===== config.mk =====
export PLATFORM = sky130hd
export DESIGN_NAME = lrit_ctrl
export DESIGN_NICKNAME = d
export VERILOG_FILES = /design/src/rtl/core/lrit_pkg.sv /design/src/rtl/core/lrit_ctrl.sv
export SDC_FILE = /design/constraint.sdc
export NUM_CORES = 1
export LEC_CHECK = 0
export BUFFER_PORTS_ARGS = -buffer_cell sky130_fd_sc_hd__buf_2
export CORE_AREA = 2 2 39 41
export DETAILED_ROUTE_END_ITERATION = 8
export DIE_AREA = 0 0 41 43
export PLACE_DENSITY = 0.41
export SETUP_SLACK_MARGIN = 0.2
export SLEW_MARGIN = 5
export SYNTH_ARGS = -nofsm -noshare
export SYNTH_HDL_FRONTEND = slang
export SYNTH_SLANG_ARGS = --single-unit

===== constraint.sdc =====
create_clock -name clock -period 1.45 [get_ports clock]
set_input_delay 0 -clock clock [delete_from_list [all_inputs] [get_ports clock]]
set_output_delay 0 -clock clock [all_outputs]
set_load 0.05 [all_outputs]

===== src/rtl/core/lrit_pkg.sv =====
`default_nettype none
// ----------------------------------------------------------------------------
// lrit_pkg
// Shared types and constants for the longest run insert tracker.
// ----------------------------------------------------------------------------
package lrit_pkg;

   localparam int POSITIONS = 1024;
   localparam int POS_W     = $clog2(POSITIONS);
   localparam int LEN_W     = POS_W + 1;

   typedef enum logic [2:0] {
      ST_CLEAR,
      ST_IDLE,
      ST_LOOK,
      ST_MERGE,
      ST_WR_LO,
      ST_WR_HI,
      ST_DONE
   } state_type;

   typedef struct packed {
      logic capture;
      logic read_right;
      logic take_left;
      logic write_self;
      logic write_lo;
      logic write_hi;
      logic clear_write;
      logic load_rsp;
   } cmd_type;

   typedef struct packed {
      logic self_built;
      logic clear_last;
      logic rsp_free;
   } status_type;

endpackage
`default_nettype wire


===== src/rtl/core/lrit_ctrl.sv =====
`default_nettype none
// ----------------------------------------------------------------------------
// lrit_ctrl
// Sequencer: table clear after reset, neighbor reads, merge writes, response.
// ----------------------------------------------------------------------------
module lrit_ctrl (
   input  wire                     clock,
   input  wire                     reset,
   input  wire                     req_valid,
   output logic                    req_stall,
   input  lrit_pkg::status_type    status,
   output lrit_pkg::cmd_type       cmd
);

   lrit_pkg::state_type state_ff, state_in;

   always_ff @(posedge clock) begin
      if (reset) begin
         state_ff <= lrit_pkg::ST_CLEAR;
      end else begin
         state_ff <= state_in;
      end
   end

   always_comb begin
      state_in = state_ff;
      unique case (state_ff)
         lrit_pkg::ST_CLEAR: begin
            if (status.clear_last) state_in = lrit_pkg::ST_IDLE;
         end
         lrit_pkg::ST_IDLE: begin
            if (req_valid) state_in = lrit_pkg::ST_LOOK;
         end
         lrit_pkg::ST_LOOK: begin
            if (status.self_built) state_in = lrit_pkg::ST_DONE;
            else                   state_in = lrit_pkg::ST_MERGE;
         end
         lrit_pkg::ST_MERGE: state_in = lrit_pkg::ST_WR_LO;
         lrit_pkg::ST_WR_LO: state_in = lrit_pkg::ST_WR_HI;
         lrit_pkg::ST_WR_HI: state_in = lrit_pkg::ST_DONE;
         lrit_pkg::ST_DONE: begin
            if (status.rsp_free) state_in = lrit_pkg::ST_IDLE;
         end
         default: state_in = lrit_pkg::ST_CLEAR;
      endcase
   end

   always_comb begin
      cmd       = '0;
      req_stall = 1'b1;
      unique case (state_ff)
         lrit_pkg::ST_CLEAR: cmd.clear_write = 1'b1;
         lrit_pkg::ST_IDLE: begin
            req_stall   = 1'b0;
            cmd.capture = req_valid;
         end
         lrit_pkg::ST_LOOK: begin
            cmd.take_left  = 1'b1;
            cmd.read_right = 1'b1;
         end
         lrit_pkg::ST_MERGE: cmd.write_self = 1'b1;
         lrit_pkg::ST_WR_LO: cmd.write_lo   = 1'b1;
         lrit_pkg::ST_WR_HI: cmd.write_hi   = 1'b1;
         lrit_pkg::ST_DONE:  cmd.load_rsp   = status.rsp_free;
         default: cmd = '0;
      endcase
   end

endmodule
`default_nettype wire


==> flow_metrics.tcl <==
set metrics [dict create \
    max_freq_mhz 850.4 \
    critical_path.top_delay_family "flip-flops" \
    dp_hpwl_um 499.2 \
    final_max_slew_viol_count 0 \
    holdPathStages 4 \
    die_h_um 43 \
    p_sw_frac 0.4246 \
    finalNonFillerCells 65 \
    synth.top_cell.area_share 0.2437 \
    vias 297 \
    cp_slowest_cell "dfxtp_2" \
    wl_um 691 \
    placedCellCount 60 \
    min_path_type "in2reg" \
    outcome "finished clean" \
    root_buffer "clkbuf_4" \
    core_area_sq_um 1384 \
    synth-edff-count 0 \
    cts.sinks 3 \
    cp-start-kind "flop" \
    layout_setup_ws_ps 274.1 \
    largest_reg_flops 3 \
    cts_buffer_depth 2 \
    cp-end-kind "output port" \
    ys_warn_count 0 \
    ir_drop_uv 203.2 \
    syn_nets 40 \
    p_int_uw 248.8 \
    fin_util 0.2604 \
    rows 14 \
    place.gp.congestion 0.6954 \
    synthTopCellsByCount "nand2_1 (4), nor2_1 (4), dfxtp_1 (3)" \
    die_width_um 41 \
    wl_per_cell_um 10.63 \
    synth_cells 34 \
    finalHoldViolations 0 \
    ys_top_cells_by_area "dfxtp_1 (24%), a2111oi_2 (6.1%), nand2_1 (6.1%)" \
    rsz0062_at_grt "true" \
    finalSetupTns_ps 0 \
    fin_skew_ps 2.533 \
    insertedDiodeCount 0 \
    hold_ws_ps 68.87 \
    synth_area_per_cell_sq_um 7.250 \
    numCtsBuffers 3 \
    grt_pass1_vias 246 \
    regToRegEndpoint "state_ff[0]$_SDFFE_PP0P_" \
    overflow 0 \
    drt-pass1-iter-count 2 \
    power.density_nw_per_um2 1200 \
    criticalPathCategory "reg2out" \
    ys_seq_elements 3 \
    grt_max_degree 15 \
    post-place-ws_ps 251.4 \
    multiInputGateArea_sq_um 153.9 \
    worstPathCellList "inv_2 -> nor3b_1 -> buf_4" \
    regMostFlops "state_ff" \
    vias_per_cell 4.569 \
    holdCritStartpoint "req_valid" \
    pwr-share-clk 0.336 \
    io_pins 15 \
    num-fill-cells 166 \
    p_leak_nw 0.1578 \
    dieArea_sq_um 1763 \
    synthToLayoutAreaGrowth_pct 46.19 \
    cp.arrival_ps 1180 \
    drcViolationCount 0 \
    regArea_sq_um 63.81 \
    p_comb_frac 0.381 \
    reg_top3 "state_ff (3)" \
    start_util 0.1781 \
    reg2reg_slack_ps 340 \
    reg2reg_depth 3 \
    post-cts-setup-buffers 0 \
    power_switching_uw 183.6 \
    h-tree-depth 1 \
    critPathBufInv 2 \
    insertion_delay_ps 230 \
    clkTransAtPathRegs_ps 40 \
    drv_cap 0 \
    grt_pass1_wl_um 972 \
    reg2reg_from "state_ff[2]$_SDFFE_PP0P_" \
    ys.flop_type "dfxtp_1" \
    async_flop_share 0 \
    worstMarginPinSlew_ps 249.0 \
    drive_gt1_frac 0.4694 \
    antenna_found_initial 0 \
    synth_cell_types 18 \
    portBuffers 14 \
    finalSetupViolations 0 \
    synth_top_cell_by_area "dfxtp_1" \
    max_stage_delay_ps 430 \
    cp.required_ps 1450 \
    ys_seq_area_frac 0.2437 \
    seqPwrFrac 0.284 \
    cp_max_fo 10 \
    whs_endpoint "state_ff[0]$_SDFFE_PP0P_" \
    ant_nets 0 \
    period_share 0.8109 \
    layout.nets 56 \
    slew_headroom 0.8337 \
    post-route-min-period_ps 1176 \
    drt_iter0_markers 2 \
    grt_usage 0.09218 \
    cts_tree "yes" \
    syn-cell-area_sq_um 246.5 \
]
[worst register-to-register path, delay by kind of cell (launching register included)]
kind,cells,cell delay (ps)
simple gates,1,410
compound gates,2,200
flops,1,380
[layout make-up]
cell class	count	share of cell area
flip-flops and latches	3	0.1771
inverters	1	0.01042
repair buffers	15	0.2569
multi-input cells	26	0.4271
well taps	16	0.05556
clock buffers	4	0.07292
[layout by cell type, fill, tap and decap left out]
cell | synthesis | layout
nand3b_1 | 2 | 2
a21oi_2 | 1 | 1
nand2_1 | 4 | 4
o21ai_1 | 2 | 2
nor3_1 | 1 | 1
dlygate4sd3_1 | 0 | 1
a21oi_1 | 2 | 2
nand2b_1 | 2 | 2
clkbuf_1 | 0 | 1
nor3b_1 | 2 | 2
buf_4 | 1 | 1
inv_2 | 1 | 1
or3_1 | 2 | 2
nor2_1 | 4 | 4
clkbuf_4 | 0 | 7
dfxtp_2 | 0 | 3
a2111oi_2 | 1 | 1
and3_1 | 2 | 2
o211ai_1 | 1 | 1
buf_2 | 2 | 9
[how the worst max path moves through the flow]
stage	startpoint	to	slack [ps]	cells past startpoint
6_report	state_ff[1]$_SDFFE_PP0P_	cmd[4]	270	3
5_1_grt	state_ff[0]$_SDFFE_PP0P_	cmd[5]	190	3
4_1_cts	state_ff[1]$_SDFFE_PP0P_	cmd[4]	230	3
3_5_place_dp	state_ff[2]$_SDFFE_PP0P_	state_ff[0]$_SDFFE_PP0P_	250	3
3_3_place_gp	state_ff[2]$_SDFFE_PP0P_	state_ff[0]$_SDFFE_PP0P_	240	3
2_1_floorplan	state_ff[0]$_SDFFE_PP0P_	cmd[4]	-250	2
[per-stage QoR]
stage          total power, mW  area, sq um
2_1_floorplan           0.2531        246.5
3_3_place_gp            0.2816        307.8
3_5_place_dp            0.2816        307.8
4_1_cts                 0.4378        347.8
5_1_grt                 0.4686        360.3
6_report                0.4324        360.3
[logic make-up (layout without fill, tap and decap cells)]
| group | after synthesis | count (layout) | share of synthesized area |
|---|---|---|---|
| AO/OA/AOI/OAI | 7 | 7 | 0.2081 |
| buffers and inverters | 5 | 20 | 0.1320 |
| flip-flops | 3 | 3 | 0.2437 |
| AND/OR/NAND/NOR | 19 | 19 | 0.4161 |
[per-layer routing]
layer  vias up  GRT usage  part of all wire
met5         -          0                 0
met4         0     0.1400             0.045
met3         4    0.01571             0.090
met2        16     0.1156              0.45
met1       129    0.09904              0.41
li1        148          -                 -
[power groups by stage]
stage / registers (mW) / logic [mW] / clock network [mW]
after CTS: 0.122 / 0.162 / 0.153
final: 0.123 / 0.165 / 0.145
after detailed placement: 0.122 / 0.160 / 0
after global routing: 0.126 / 0.175 / 0.167
after global placement: 0.121 / 0.161 / 0
after floorplan: 0.0981 / 0.155 / 0
[repair_timing]
action	in CTS	in global routing
hold endpoints to repair	3	0
gates cloned	0	0
pin swaps	0	0
hold buffers	1	0
endpoints found under the setup margin	7	5
gates resized for setup	3	6
(Power assumes the default switching activity.)
